$ cat config.mk
export PLATFORM = sky130hd
export DESIGN_NAME = iapee_ctrl
export DESIGN_NICKNAME = d
export VERILOG_FILES = /design/src/rtl/iapee_pkg.sv /design/src/rtl/iapee_ctrl.sv
export SDC_FILE = /design/constraint.sdc
export NUM_CORES = 1
export LEC_CHECK = 0
export CORE_AREA = 2 2 39 41
export DETAILED_ROUTE_END_ITERATION = 6
export DIE_AREA = 0 0 41 43
export DONT_BUFFER_PORTS = 1
export GPL_ROUTABILITY_DRIVEN = 0
export PLACE_DENSITY_LB_ADDON = 0.05
export SLEW_MARGIN = 30
export SYNTH_ARGS = -nofsm -noshare
export SYNTH_HDL_FRONTEND = slang
export SYNTH_SLANG_ARGS = --single-unit
$ cat constraint.sdc
create_clock -name clock -period 1.4 [get_ports clock]
set_clock_uncertainty 0.15 [all_clocks]
set_input_delay 0.28 -clock clock [delete_from_list [all_inputs] [get_ports clock]]
set_output_delay 0.28 -clock clock [all_outputs]
set_load 0.1 [all_outputs]
$ cat src/rtl/iapee_pkg.sv
// ----------------------------------------------------------------------------
// iapee_pkg
// Shared types and constants for the in-application programming controller.
// ----------------------------------------------------------------------------
`default_nettype none

package iapee_pkg;

   // Access kinds carried in the operation field.
   localparam logic OP_READ  = 1'b0;
   localparam logic OP_WRITE = 1'b1;

   // Register map.
   localparam logic [2:0] REG_CONTROL = 3'd0;
   localparam logic [2:0] REG_COMMAND = 3'd1;
   localparam logic [2:0] REG_ADDR_HI = 3'd2;
   localparam logic [2:0] REG_ADDR_LO = 3'd3;
   localparam logic [2:0] REG_DATA    = 3'd4;
   localparam logic [2:0] REG_TRIGGER = 3'd5;

   // Command codes.
   localparam logic [1:0] CMD_IDLE    = 2'd0;
   localparam logic [1:0] CMD_READ    = 2'd1;
   localparam logic [1:0] CMD_PROGRAM = 2'd2;
   localparam logic [1:0] CMD_ERASE   = 2'd3;

   // Trigger key bytes and the erased value.
   localparam logic [7:0] TRIG_ARM  = 8'h5A;
   localparam logic [7:0] TRIG_FIRE = 8'hA5;
   localparam logic [7:0] ERASED    = 8'hFF;

   // Control register bits.
   localparam int CTRL_ENABLE_BIT = 7;
   localparam int CTRL_FAIL_BIT   = 4;

   // Address register width and the width used for address compares.
   localparam int ADDR_W = 16;
   localparam int CMP_W  = ADDR_W + 1;

   // Commands from the controller to the datapath.
   typedef struct packed {
      logic accept;     // a request beat is taken this cycle
      logic capture;    // load the data register from the store read port
      logic write_back; // write old AND data back to the store
      logic find_init;  // clear the sector search counter
      logic find;       // advance the sector search by one sector
      logic sweep;      // write the erased value and advance the sweep counter
   } dp_cmd_type;

   // Status from the datapath to the controller.
   typedef struct packed {
      logic       go;          // the request beat starts a command that runs
      logic [1:0] cmd;         // latched command code
      logic       find_done;   // the search counter holds the sector base
      logic       sweep_done;  // the sweep counter is at its last entry
      logic       rsp_free;    // the response register can take a beat
   } dp_status_type;

endpackage

`default_nettype wire

$ cat src/rtl/iapee_ctrl.sv
// ----------------------------------------------------------------------------
// iapee_ctrl
// Sequencer for the controller: clearing pass, idle, and command execution.
// ----------------------------------------------------------------------------
`default_nettype none

module iapee_ctrl (
   input  wire logic                     clock,
   input  wire logic                     reset,
   input  wire logic                     req_tvalid,
   output logic                          req_tready,
   input  wire iapee_pkg::dp_status_type status,
   output iapee_pkg::dp_cmd_type         cmd
);

   localparam logic [2:0] S_CLEAR = 3'd0;
   localparam logic [2:0] S_IDLE  = 3'd1;
   localparam logic [2:0] S_READ  = 3'd2;
   localparam logic [2:0] S_PROG  = 3'd3;
   localparam logic [2:0] S_FIND  = 3'd4;
   localparam logic [2:0] S_ERASE = 3'd5;

   logic [2:0] state_ff;
   logic [2:0] state_in;

   assign req_tready = (state_ff == S_IDLE) && status.rsp_free;

   always_comb begin
      state_in      = state_ff;
      cmd           = '0;
      cmd.accept    = req_tready && req_tvalid;
      case (state_ff)
         S_CLEAR: begin
            cmd.sweep = 1'b1;
            if (status.sweep_done) begin
               state_in = S_IDLE;
            end
         end
         S_IDLE: begin
            if (cmd.accept && status.go) begin
               case (status.cmd)
                  iapee_pkg::CMD_READ:    state_in = S_READ;
                  iapee_pkg::CMD_PROGRAM: state_in = S_PROG;
                  iapee_pkg::CMD_ERASE: begin
                     state_in      = S_FIND;
                     cmd.find_init = 1'b1;
                  end
                  default: state_in = S_IDLE;
               endcase
            end
         end
         S_READ: begin
            cmd.capture = 1'b1;
            state_in    = S_IDLE;
         end
         S_PROG: begin
            cmd.write_back = 1'b1;
            state_in       = S_IDLE;
         end
         S_FIND: begin
            cmd.find = 1'b1;
            if (status.find_done) begin
               state_in = S_ERASE;
            end
         end
         S_ERASE: begin
            cmd.sweep = 1'b1;
            if (status.sweep_done) begin
               state_in = S_IDLE;
            end
         end
         default: state_in = S_IDLE;
      endcase
   end

   always_ff @(posedge clock) begin
      if (reset) begin
         state_ff <= S_CLEAR;
      end else begin
         state_ff <= state_in;
      end
   end

endmodule

`default_nettype wire

==> results.py <==
metrics = {
    "run": {
        "drv_cap": 0,
    },
    "worst_setup_path": {
        "startpoint_type": "register",
        "r2r-start": "state_ff[2]",
        "slowest_delay_ps": 330,
        "critPathMaxFanout": 3,
        "crit_type": "register to output pin",
        "cp_cell_sequence": "nor4bb_4 -> nand4_1 -> clkinvlp_4 -> buf_12",
        "cp_slowest_cell": "dfxtp_2",
        "cp.arrival_ps": 1390,
        "crit_required_ps": 970,
        "startpoint": "state_ff[2]",
        "cp-end-kind": "output pin",
    },
    "final_layout": {
        "final_common_cell": "buf_12",
        "largest_reg_flops": 3,
        "drive_gt1_frac": 0.644,
        "regMostFlops": "state_ff",
        "diodes": 0,
        "reg_top3": "state_ff (3)",
        "areaGrowthSynthToFinish_pct": 101,
        "fillers": 146,
        "layout.nets": 58,
    },
    "place": {
        "preCtsSetupSlack_ps": -169,
        "place_hpwl_um": 615,
        "io_buffers": 0,
    },
    "min_path": {
        "worstHoldStart": "reset",
        "hold_path_class": "primary input to register",
    },
    "global_routing": {
        "grt_pass1_vias": 289,
        "grt_pass1_wl_um": 1290,
        "grt_util_all_layers": 0.113,
        "grt_max_degree": 8,
        "antenna_found_initial": 0,
        "overflow": 0,
    },
    "routing": {
        "totalWireLength_um": 862,
        "route.detailed.drc": 0,
        "vias": 272,
        "drtIter0Drc": 1,
        "via_per_inst": 4.46,
        "drtPass1Iterations": 2,
        "post_drt_wl_per_cell_um": 14.1,
        "ant_nets": 0,
    },
    "clock_network": {
        "cts_tree": "built",
        "cts-htree-levels": 1,
        "clock_latency_ps": 230,
        "cts.sinks": 3,
        "cts-root-buf": "clkbuf_4",
        "cts_buffer_depth": 2,
        "path_clk_slew_ps": 40,
        "cts_buffers": 3,
    },
    "sta": {
        "slew_viol_final": 0,
        "max_freq_mhz": 551,
        "setup_ws_ps": -415,
        "timing.final.crit_share": 1.30,
        "tightest_slew_ps": 522,
        "finalHoldViolCount": 0,
        "period_needed_ps": 1820,
        "rsz0062_at_grt": "true",
        "setup_viol": 9,
        "slew-limit-headroom": 0.651,
    },
    "power": {
        "power.density_nw_per_um2": 669,
        "power_leakage_uw": 0.000229,
        "total_power_uw": 372,
        "vdd_drop_max_uv": 293,
    },
    "floorplan": {
        "initial_utilization": 0.200,
        "ioPinCount": 16,
        "die_h_um": 43,
        "core_area_um2": 1380,
        "fp.dieArea_um2": 1760,
        "die_w_um": 41,
        "placementRows": 14,
    },
    "synth": {
        "synth_top_area_cell": "dfxtp_1",
        "seq_area_frac_synth": 0.217,
        "synth_area_um2": 277,
        "synthTopCellsByArea": "dfxtp_1, ha_1, nor4bb_4, buf_6, nand3b_1",
        "syn_inst": 29,
        "avgSynthCellArea_um2": 9.54,
        "synth_nets": 41,
        "synth_seq_cells": 3,
        "yosysUniqueCellTypes": 20,
        "synth_top_cell_area_share": 0.217,
        "yosys_warnings": 0,
    },
    "run_status": {
        "violations": "setup timing",
        "outcome": "complete, but fails checks",
    },
}
==> critical path, delay by kind of cell, from the launching register on <==
family	cells	cell delay, ps
flip-flops	1	330
AND/OR/NAND/NOR	2	520
buffers and inverters	2	310
==> cell type report <==
class,count,area [um2],share of cell area
Clock buffer,4,26.3,0.0472
Inverter,3,15.0,0.0270
Multi-Input combinational cell,21,225,0.404
Sequential cell,3,63.8,0.115
Tap cell,16,20.0,0.0360
Timing Repair Buffer,14,206,0.371
==> logic make-up (layout without fill, tap and decap cells) <==
group / count (synthesis) / in the layout / synth area share
buffers and inverters: 5 / 21 / 0.122
adder cells (fa/ha/maj): 3 / 3 / 0.136
flip-flops: 3 / 3 / 0.217
XOR/XNOR: 1 / 1 / 0.0317
AND/OR/NAND/NOR: 14 / 14 / 0.412
AO/OA/AOI/OAI: 3 / 3 / 0.0814
==> per-layer routing <==
| metal | share of wire | up-vias | GRT usage |
|---|---|---|---|
| met1 | 0.34 | 131 | 0.125 |
| li1 | - | 134 | - |
| met4 | 0 | 0 | 0.0800 |
| met5 | 0 | - | 0 |
| met2 | 0.62 | 7 | 0.169 |
| met3 | 0.038 | 0 | 0.0419 |
==> path summary, 6_finish.rpt <==
kind,end,slack [ps],cells after the start
hold / removal,state_ff[1],90,1
hold reg to reg,state_ff[2],540,3
setup reg to reg,state_ff[0],-40,3
setup / recovery,cmd[2],-420,4
==> report_power, final <==
group | switching, uW | total (uW) | internal [uW]
Sequential | 3.10 | 92.5 | 89.4
Combinational | 73.0 | 126 | 53.2
Clock | 46.8 | 154 | 107
Total | 123 | 372 | 250
==> synthesized netlist by cell type <==
| cell type | count |
|---|---|
| nand3b_1 | 2 |
| inv_1 | 3 |
| nand4_1 | 1 |
| nor2_1 | 1 |
| and2b_1 | 1 |
| dfxtp_1 | 3 |
| ha_1 | 3 |
| a2111oi_0 | 1 |
| nor3_1 | 1 |
| a311oi_1 | 1 |
| nor3b_1 | 2 |
| nand2_1 | 1 |
| and3_1 | 1 |
| xor2_1 | 1 |
| and3b_1 | 1 |
| nor4bb_4 | 1 |
| and3b_2 | 1 |
| and2_2 | 1 |
| a21oi_1 | 1 |
| buf_6 | 2 |
==> timing repair <==
action / CTS / global route
endpoints found under the setup margin: 8 / 10
endpoints found under the hold margin: 2 / 0
resized for setup: 11 / 4
pin swaps: 5 / 3
gates cloned: 0 / 0
hold buffers: 1 / 0
buffers inserted: 1 / 1
==> through the flow <==
step	cell area, um2	instances	utilization	setup TNS (ps)	hold slack (ps)
floorplan	293	29	-	-7650	199
global placement	468	55	0.338	-442	204
detailed placement	468	55	0.338	-463	204
CTS	544	61	0.393	-1950	86.1
global route	557	61	0.402	-2670	77.7
finish	557	61	0.402	-1950	94.1
No activity file was read; power rests on OpenSTA's default activity.
